## src/hdl/lrubc_pkg.sv

```systemverilog
`default_nettype none
// ----------------------------------------------------------------------------
// lrubc_pkg
// Shared types and codes of the block buffer cache directory: opcodes,
// disk request and status codes, the lookup token and the commit command.
// ----------------------------------------------------------------------------
package lrubc_pkg;

  // Default sizes of the directory.
  localparam int SLOTS_DEFAULT      = 16;
  localparam int COUNT_BITS_DEFAULT = 8;

  // Request opcodes.
  typedef enum logic [1:0] {
    OP_READ    = 2'd0,
    OP_WRITE   = 2'd1,
    OP_RELEASE = 2'd2,
    OP_DONE    = 2'd3
  } opcode_t;

  // Disk request codes.
  localparam logic [1:0] DR_NONE  = 2'd0;
  localparam logic [1:0] DR_READ  = 2'd1;
  localparam logic [1:0] DR_WRITE = 2'd2;

  // Status codes.
  localparam logic [1:0] ST_OK    = 2'd0;
  localparam logic [1:0] ST_NOBUF = 2'd1;
  localparam logic [1:0] ST_UNREF = 2'd2;

  // Update applied to the cells once a lookup has finished.
  typedef enum logic [2:0] {
    CM_NONE  = 3'd0,
    CM_HIT   = 3'd1,
    CM_ALLOC = 3'd2,
    CM_WRITE = 3'd3,
    CM_DEC   = 3'd4,
    CM_MTF   = 3'd5,
    CM_DONE  = 3'd6
  } commit_kind_t;

  // Fixed-width part of the lookup token that walks the chain.
  typedef struct packed {
    logic        active;
    opcode_t     opcode;
    logic [7:0]  device;
    logic [31:0] block_number;
    logic [3:0]  slot_in;
    logic        m_found;
    logic [7:0]  m_device;
    logic [31:0] m_block;
    logic        m_valid;
    logic        m_dirty;
    logic        f_found;
  } token_t;

  // Fixed-width part of one directory entry.
  typedef struct packed {
    logic [7:0]  device;
    logic [31:0] block_number;
    logic        valid;
    logic        dirty;
  } entry_t;

  // Fixed-width part of the commit command broadcast to every cell.
  typedef struct packed {
    commit_kind_t kind;
    logic [7:0]   device;
    logic [31:0]  block_number;
  } commit_t;

endpackage
`default_nettype wire

```

## src/hdl/lrubc_cell.sv

```systemverilog
`default_nettype none
// ----------------------------------------------------------------------------
// lrubc_cell
// One recency position of the directory. It holds the entry at that position,
// examines the lookup token as it passes and hands it on in the next cycle, and
// applies the commit command that ends each lookup.
// ----------------------------------------------------------------------------
module lrubc_cell import lrubc_pkg::*; #(
  parameter int SLOT_BITS  = 4,
  parameter int COUNT_BITS = 8,
  parameter int POS        = 0,
  parameter int RESET_SLOT = 0
) (
  input  logic                  clk,
  input  logic                  rst,
  // Token from the previous position.
  input  token_t                tok_in,
  input  logic [SLOT_BITS-1:0]  tin_m_pos,
  input  logic [SLOT_BITS-1:0]  tin_m_slot,
  input  logic [COUNT_BITS-1:0] tin_m_count,
  input  logic [SLOT_BITS-1:0]  tin_f_pos,
  input  logic [SLOT_BITS-1:0]  tin_f_slot,
  // Token to the next position.
  output token_t                tok_out,
  output logic [SLOT_BITS-1:0]  tout_m_pos,
  output logic [SLOT_BITS-1:0]  tout_m_slot,
  output logic [COUNT_BITS-1:0] tout_m_count,
  output logic [SLOT_BITS-1:0]  tout_f_pos,
  output logic [SLOT_BITS-1:0]  tout_f_slot,
  // Commit command.
  input  commit_t               cmt,
  input  logic [SLOT_BITS-1:0]  cmt_pos,
  // Entry of the previous position, used when the order shifts.
  input  entry_t                prev_ent,
  input  logic [SLOT_BITS-1:0]  prev_slot,
  input  logic [COUNT_BITS-1:0] prev_count,
  // Entry held here.
  output entry_t                ent,
  output logic [SLOT_BITS-1:0]  slot_id,
  output logic [COUNT_BITS-1:0] count
);

  localparam int CMP_BITS = (SLOT_BITS > 4) ? SLOT_BITS : 4;
  localparam logic [SLOT_BITS-1:0] MY_POS = SLOT_BITS'(POS);
  localparam logic [COUNT_BITS-1:0] COUNT_MAX = '1;

  token_t                tok_next;
  logic [SLOT_BITS-1:0]  m_pos_next;
  logic [SLOT_BITS-1:0]  m_slot_next;
  logic [COUNT_BITS-1:0] m_count_next;
  logic [SLOT_BITS-1:0]  f_pos_next;
  logic [SLOT_BITS-1:0]  f_slot_next;
  logic                  is_read;
  logic                  tag_match;
  logic                  slot_match;

  // Examine the token: first match from the most recent end, and the last
  // unreferenced clean entry seen on a read, which is the least recent one.
  always_comb begin
    tok_next     = tok_in;
    m_pos_next   = tin_m_pos;
    m_slot_next  = tin_m_slot;
    m_count_next = tin_m_count;
    f_pos_next   = tin_f_pos;
    f_slot_next  = tin_f_slot;
    is_read      = (tok_in.opcode == OP_READ);
    tag_match    = (ent.device == tok_in.device) &&
                   (ent.block_number == tok_in.block_number);
    slot_match   = (CMP_BITS'(slot_id) == CMP_BITS'(tok_in.slot_in));
    if (tok_in.active && !tok_in.m_found && (is_read ? tag_match : slot_match)) begin
      tok_next.m_found  = 1'b1;
      tok_next.m_device = ent.device;
      tok_next.m_block  = ent.block_number;
      tok_next.m_valid  = ent.valid;
      tok_next.m_dirty  = ent.dirty;
      m_pos_next        = MY_POS;
      m_slot_next       = slot_id;
      m_count_next      = count;
    end
    if (tok_in.active && is_read && (count == '0) && !ent.dirty) begin
      tok_next.f_found = 1'b1;
      f_pos_next       = MY_POS;
      f_slot_next      = slot_id;
    end
  end

  // Hand the token on.
  always_ff @(posedge clk) begin
    if (rst) begin
      tok_out <= '0;
    end else begin
      tok_out <= tok_next;
    end
    tout_m_pos   <= m_pos_next;
    tout_m_slot  <= m_slot_next;
    tout_m_count <= m_count_next;
    tout_f_pos   <= f_pos_next;
    tout_f_slot  <= f_slot_next;
  end

  // Entry state and its updates.
  always_ff @(posedge clk) begin
    if (rst) begin
      ent     <= '0;
      slot_id <= SLOT_BITS'(RESET_SLOT);
      count   <= '0;
    end else begin
      case (cmt.kind)
        CM_HIT: begin
          if ((cmt_pos == MY_POS) && (count != COUNT_MAX)) begin
            count <= count + COUNT_BITS'(1);
          end
        end
        CM_ALLOC: begin
          if (cmt_pos == MY_POS) begin
            ent.device       <= cmt.device;
            ent.block_number <= cmt.block_number;
            ent.valid        <= 1'b0;
            ent.dirty        <= 1'b0;
            count            <= COUNT_BITS'(1);
          end
        end
        CM_WRITE: begin
          if (cmt_pos == MY_POS) begin
            ent.dirty <= 1'b1;
          end
        end
        CM_DEC: begin
          if (cmt_pos == MY_POS) begin
            count <= count - COUNT_BITS'(1);
          end
        end
        CM_MTF: begin
          // Positions up to the released one shift back by one.
          if (MY_POS <= cmt_pos) begin
            ent     <= prev_ent;
            slot_id <= prev_slot;
            count   <= prev_count;
          end
        end
        CM_DONE: begin
          if (cmt_pos == MY_POS) begin
            ent.valid <= 1'b1;
            ent.dirty <= 1'b0;
          end
        end
        default: begin
        end
      endcase
    end
  end

endmodule
`default_nettype wire

```

## config.mk

```make
export PLATFORM = sky130hd
export DESIGN_NAME = lrubc_cell
export DESIGN_NICKNAME = d
export VERILOG_FILES = /design/src/hdl/lrubc_pkg.sv /design/src/hdl/lrubc_cell.sv
export SDC_FILE = /design/constraint.sdc
export NUM_CORES = 1
export LEC_CHECK = 0
export ABC_CLOCK_PERIOD_IN_PS = 4140
export BUFFER_PORTS_ARGS = -buffer_cell sky130_fd_sc_hd__buf_2
export CORE_AREA = 4 4 147 149
export CTS_CLUSTER_DIAMETER = 40
export DETAILED_ROUTE_END_ITERATION = 7
export DIE_AREA = 0 0 151 153
export PLACE_DENSITY = 0.66
export SLEW_MARGIN = 0
export SYNTH_ARGS = -nofsm -noshare
export SYNTH_HDL_FRONTEND = slang
export SYNTH_SLANG_ARGS = --single-unit
```

## constraint.sdc

```tcl
create_clock -name clk -period 4.14 [get_ports clk]
set_input_delay 0.207 -clock clk [delete_from_list [all_inputs] [get_ports clk]]
set_output_delay 0.207 -clock clk [all_outputs]
set_load 0.02 [all_outputs]
```

**Yosys cells after proc, flatten, opt, wreduce, memory -nomap -nowiden**

Index checks and enable logic that the tools add are counted.

- Eq/ne operators: 16
- Reductions and logical operators: 21
- Magnitude comparators: 1
- Add/sub/neg operators: 2
- Muxes and demuxes: 18

Operators by type and width:

| operator | number |
|---|---|
| 42-bit two-way mux | 2 |
| 40-bit one-hot mux with 2 select lines | 1 |
| 43-bit two-way mux | 1 |
| 8-bit two-way mux | 5 |
| 32-bit equality test | 1 |
| 8-bit one-hot mux with 4 select lines | 1 |
| 2-bit != test (second input constant) | 6 |
| 5-bit AND reduction | 2 |
| 3-bit equality test (second input constant) | 3 |
| 8-bit by 1-bit adder with 8-bit output (second input constant) | 1 |
| 8-bit equality test | 1 |
| 8-bit logical NOT | 1 |
| 4-bit two-way mux | 2 |
| 8-bit != test (second input constant) | 1 |
| 4-bit nonzero test | 2 |
| 8-bit by 1-bit subtractor with 8-bit output (second input constant) | 1 |
| 1-bit logical AND | 7 |
| 3-bit by 2-bit equality test with 1-bit output (second input constant) | 2 |
| 4-bit equality test | 1 |
| 1-bit by 4-bit less-or-equal comparator with 1-bit output (first input constant) | 1 |
| 4-bit logical NOT | 1 |
| 1-bit one-hot mux with 4 select lines | 1 |
| 4-bit AND reduction | 1 |
| 3-bit by 1-bit equality test with 1-bit output (second input constant) | 1 |
| 9 further kinds | 12 |

- Register bits: 169
- Output and inout port bits: 169
- Bits of input ports: 218
- Word-level logic and storage cells: 80

**Longest topological paths before layout**

- Depth after elaboration: 5
- Mapped depth: 10
- Depth with buffers taken out: 8

**Least setup slack after synthesis**

OpenSTA, ideal clock, no wires.

- Kind: flip-flop to flip-flop
- Start point: register ent[36] in the netlist's numbering
- End point: register tout_m_count[3]
- Data arrival time: 1958 ps
- Stages on the path, launching flop included: 8
- Slack: 2059 ps
- Clock period less this slack: 2081 ps
- Library setup time: 123 ps
- Buffers on the path: 1
- Cell sequence: dfxtp_1 xnor2_1 nand4_1 nor4_1 nand4_1 nand2_2 buf_6 mux2_1

- Longest elaborated chain between the ends: 5

RTL lines:

| element | RTL line | RTL |
|---|---|---|
| from (decl) | lrubc_cell.sv:38 | `output entry_t ent,` |
| from (signal assigned) | lrubc_cell.sv:136 | `ent <= prev_ent;` |
| 8-bit equality test | lrubc_cell.sv:67 | `tag_match = (ent.device == tok_in.device) &&` |
| 1-bit logical AND | lrubc_cell.sv:67 |  |
| 1-bit two-way mux | lrubc_cell.sv:70 | `if (tok_in.active && !tok_in.m_found && (is_read ? tag_match : slot_match)) begin` |
| 1-bit logical AND | lrubc_cell.sv:70 |  |
| 8-bit two-way mux | lrubc_cell.sv:70 |  |
| via m_count_next[3] | lrubc_cell.sv:50 | `logic [COUNT_BITS-1:0] m_count_next;` |
| to (signal assigned) | lrubc_cell.sv:96 | `tout_m_count <= m_count_next;` |
| to (decl) | lrubc_cell.sv:27 | `output logic [COUNT_BITS-1:0] tout_m_count,` |

The timed path passes the listed nets, and every way through them passes these cells.
A chain may end at the register's enable or synchronous reset.

**Worst setup path in the final report**

- Start point: register ent[33] in the netlist's numbering
- End point: register tok_out[37] in the netlist's numbering

- Longest elaborated chain between the ends: 5

RTL lines:

| element | RTL line | RTL |
|---|---|---|
| 32-bit equality test | lrubc_cell.sv:68 | `(ent.block_number == tok_in.block_number);` |
| 1-bit logical AND | lrubc_cell.sv:67 |  |
| 1-bit two-way mux | lrubc_cell.sv:70 |  |
| 1-bit logical AND | lrubc_cell.sv:70 |  |
| 43-bit two-way mux | lrubc_cell.sv:70 |  |
| to (signal assigned) | lrubc_cell.sv:92 | `tok_out <= tok_next;` |
| to (decl) | lrubc_cell.sv:24 | `output token_t tok_out,` |

Every way passes these cells.

==> summary.md <==
| Metric | Value |
|---|---|
| CORE AREA | 20,200 um2 |
| Area growth, synth to finish | 40.0% |
| Reg2Reg Depth | 7 |
| Clk_skew | 15.5 ps |
| H-tree Lvls | 4 |
| Status | complete, no violations |
| Reg2Reg Capture Point | tok_out[37]$_SDFF_PP0_ |
| Post-synth EDFFs | 0 |
| Worst skew pair latency | 420 ps |
| Count of final setup violators | 0 |
| Number of global-route vias before repair | around 6,600 |
| Clk root buf | clkbuf_16 |
| CP Data Arrival Time | about 3300 ps |
| Startpoint Class | flip-flop |
| Worst Path Required | 4470 ps |
| Port bufs | 386 |
| Mean Syn Cell Area | 9.47 um2 |
| Gpl congestion | 0.819 |
| Worst stage delay on the critical path | around 520 ps |
| Number of remaining DRC errors | 0 |
| Register Area | approximately 3400 um2 |
| Hold Crit Class | in2reg |
| First-pass iteration count of the detailed router | 4 |
| Hold_sp | tok_in[88] |
| Routed vias/inst | 4.71 |
| Routed wire length per instance | 18.4 um |
| Hpwl dp | 20,100 um |
| Worst Hold End | tok_out[88]$_SDFF_PP0_ |
| Worst slew pin tran | 962 ps |
| Fin. max-slew vios | 0 |
| Synthesized Nets | 974 |
| Ys flop type | dfxtp_1 |
| Worst-path maximum fanout | 29 |
| Crit path kind | reg2reg |
| Hold_buf cts | 20 |
| Worst path most repeated cell | nand4_1 |
| Crit-path slowest cell | nand2_4 |
| Crit path max-delay family | simple AND/OR/NAND/NOR gates |
| Worst Path Buf+Inv | 1 |
| Cell area after technology mapping | roughly 7200 um2 |
| Routed Antenna Nets | 0 |
| Netlist cell types | 43 |
| Fmax | 340 MHz |
| Global-route wire length before repair | about 38,000 um |
| Grt ovf | 0 |
| Asr flop ratio synth | 0% |
| Multi-input gate area | ~3500 um2 |
| Commonest non-fill, non-tap cell in the layout | buf_2 |
| CP Cell Sequence | xnor2_1, nand4_1, nor4_1, nand4_1, nand2_4, buf_12, mux2i_1 |
| Most frequent cells in the layout | buf_2 (385), nand2_1 (180), dfxtp_1 (169) |
| Seq/Total Area, Yosys | 47.3% |
| FF-to-FF setup slack | 1200 ps |
| Initial DRC count | 324 |
| Gr usage total | 21.7% |
| Post CTS Setup Buffer Count | 0 |
| Synthesized instance count | 755 |
| Largest net degree at the start of global routing | 90 |
| CP Capture Type | flip-flop |
| Register bit count reported by yosys | 169 |
| Min Tclk post-route | 2940 ps |
| Die ar. | 23,100 um2 |
| Chip Width | 151 um |
| Ranking of synthesized cells by area | dfxtp_1 (47%), nand2_1 (9.5%), a311oi_2 (8.4%) |
| Chip height | 153 um |
| Final hold vios | 0 |
| Worst-case clock buffer depth | 2 |
| Row count | 52 |
| Maximum VDD drop | between 0.0002 and 0.00025 V |
| Final core occ | between 40% and 50% |
| Detailed Route WL | 26,100 um |
| Vias | ~6,700 |
| RSZ-0062 raised after global routing | false |
| Initial antenna violation count | 2 |
| Max Cap Viol | 0 |
| Share of layout cells above drive strength 1 | 41.7% |
| Fillers | between 1,500 and 2,000 |
| CTS tree | yes |
| Setup_tns | 0 ps |
| Starting Density | a little over a third |
| Leakage | 4.46 nW |
| Final period util | between 70% and 80% |
| I/O pin count | 387 |
| YS warnings | 0 |
| Largest area contributor in the netlist | dfxtp_1 |
| CTS buffer count | 17 |
| Clock transition at the registers of the reported paths | 70 ps |
| Depth of the worst hold-timing path | 2 |
| Total power divided by cell area | 402 nW/um2 |
| Post-CTS sizing | 0 |
| Fin nets | 1,353 |
| Share of the synthesized area in the top cell type | 47.3% |
| Clk sinks | 169 |
| Max-slew headroom | 35.8% |
| Reg-to-reg startpoint | ent[33]$_SDFFE_PP0P_ |
==> layout make-up <==
class | instances | share of cell area [%]
Tap cell | 270 | 3.37
Clock buffer | 19 | 4.42
Timing Repair Buffer | 414 | 22.2
Antenna cell | 1 | 0.0250
Inverter | 4 | 0.162
Sequential cell | 169 | 33.8
Clock inverter | 13 | 1.44
Multi-Input combinational cell | 528 | 34.6
==> per-stage QoR <==
step | hold slack [ps] | worst slack (ps) | cells | instance area [um2] | power, mW
after global routing | 5.47 | 908 | 1418 | 10000 | 4.20
final | 20.9 | 1200 | 1418 | 10000 | 4.03
after global placement | 410 | 1240 | 1363 | 9210 | 2.45
after CTS | 1.43 | 1190 | 1415 | 9990 | 4.07
after floorplan | 290 | 2060 | 755 | 7150 | 2.17
after detailed placement | 416 | 1220 | 1363 | 9210 | 2.45
==> logic make-up after synthesis <==
family / count (synthesis) / synth area share, %
simple gates: 341 / 21.9
buf+inv: 58 / 4.41
fa+ha+maj: 1 / 0.175
compound gates: 79 / 11.8
mux: 59 / 8.54
xor+xnor: 48 / 5.88
flops: 169 / 47.3
==> worst reg2reg max path, cell delays in order (launching register included) <==
cell and delay [ps]:
dfxtp_1 340, xnor2_1 480, nand4_1 210, nor4_1 390
nand4_1 350, nand2_4 520, buf_12 320, mux2i_1 250
==> cells in the mapped netlist, types with 2 or more instances <==
cell type,number
a311oi_2,40
nor4_1,3
a21oi_1,22
nor3_1,16
nor2b_1,53
o32ai_1,3
mux2i_1,43
mux2_1,12
mux2_2,4
nand2_1,181
and4_1,2
buf_4,6
nand2_2,2
nand4_1,11
buf_2,6
xnor2_1,43
nand3_1,6
buf_6,9
dfxtp_1,169
nor2_1,53
a221oi_1,3
o21ai_0,5
inv_1,3
and3_1,5
clkbuf_1,33
xor2_1,5
==> where the power goes <==
group | switching (mW) | internal (mW) | total, mW
combinational | 0.388 | 0.269 | 0.657
clock | 0.686 | 0.912 | 1.60
sequential | 0.0577 | 1.72 | 1.77
==> per-layer routing <==
metal	share of wire [%]	global-route usage, %	vias up
met2	50	37.9	252
met1	41	26.2	3073
met4	2.4	6.95	2
met5	0.042	0	-
met3	6.7	5.06	36
li1	-	-	3312
==> worst max-delay path by stage <==
stage,from,end,slack (ps),depth (start not counted)
final,ent[33]$_SDFFE_PP0P_,tok_out[37]$_SDFF_PP0_,1200,7
after global routing,ent[33]$_SDFFE_PP0P_,tok_out[30]$_SDFF_PP0_,910,7
after CTS,ent[33]$_SDFFE_PP0P_,tok_out[38]$_SDFF_PP0_,1190,7
after detailed placement,ent[33]$_SDFFE_PP0P_,tok_out[33]$_SDFF_PP0_,1220,7
after global placement,ent[33]$_SDFFE_PP0P_,tok_out[38]$_SDFF_PP0_,1240,7
after floorplan,ent[36]$_SDFFE_PP0P_,tout_m_count[3]$_DFF_P_,2060,7
==> flip-flops by register name, summed over array words and instances (netlist names) <==
signal	cells
tok_out	91
ent	42
count	8
tout_m_count	8
slot_id	4
tout_f_pos	4
tout_f_slot	4
tout_m_pos	4
tout_m_slot	4
(Power assumes the default switching activity.)
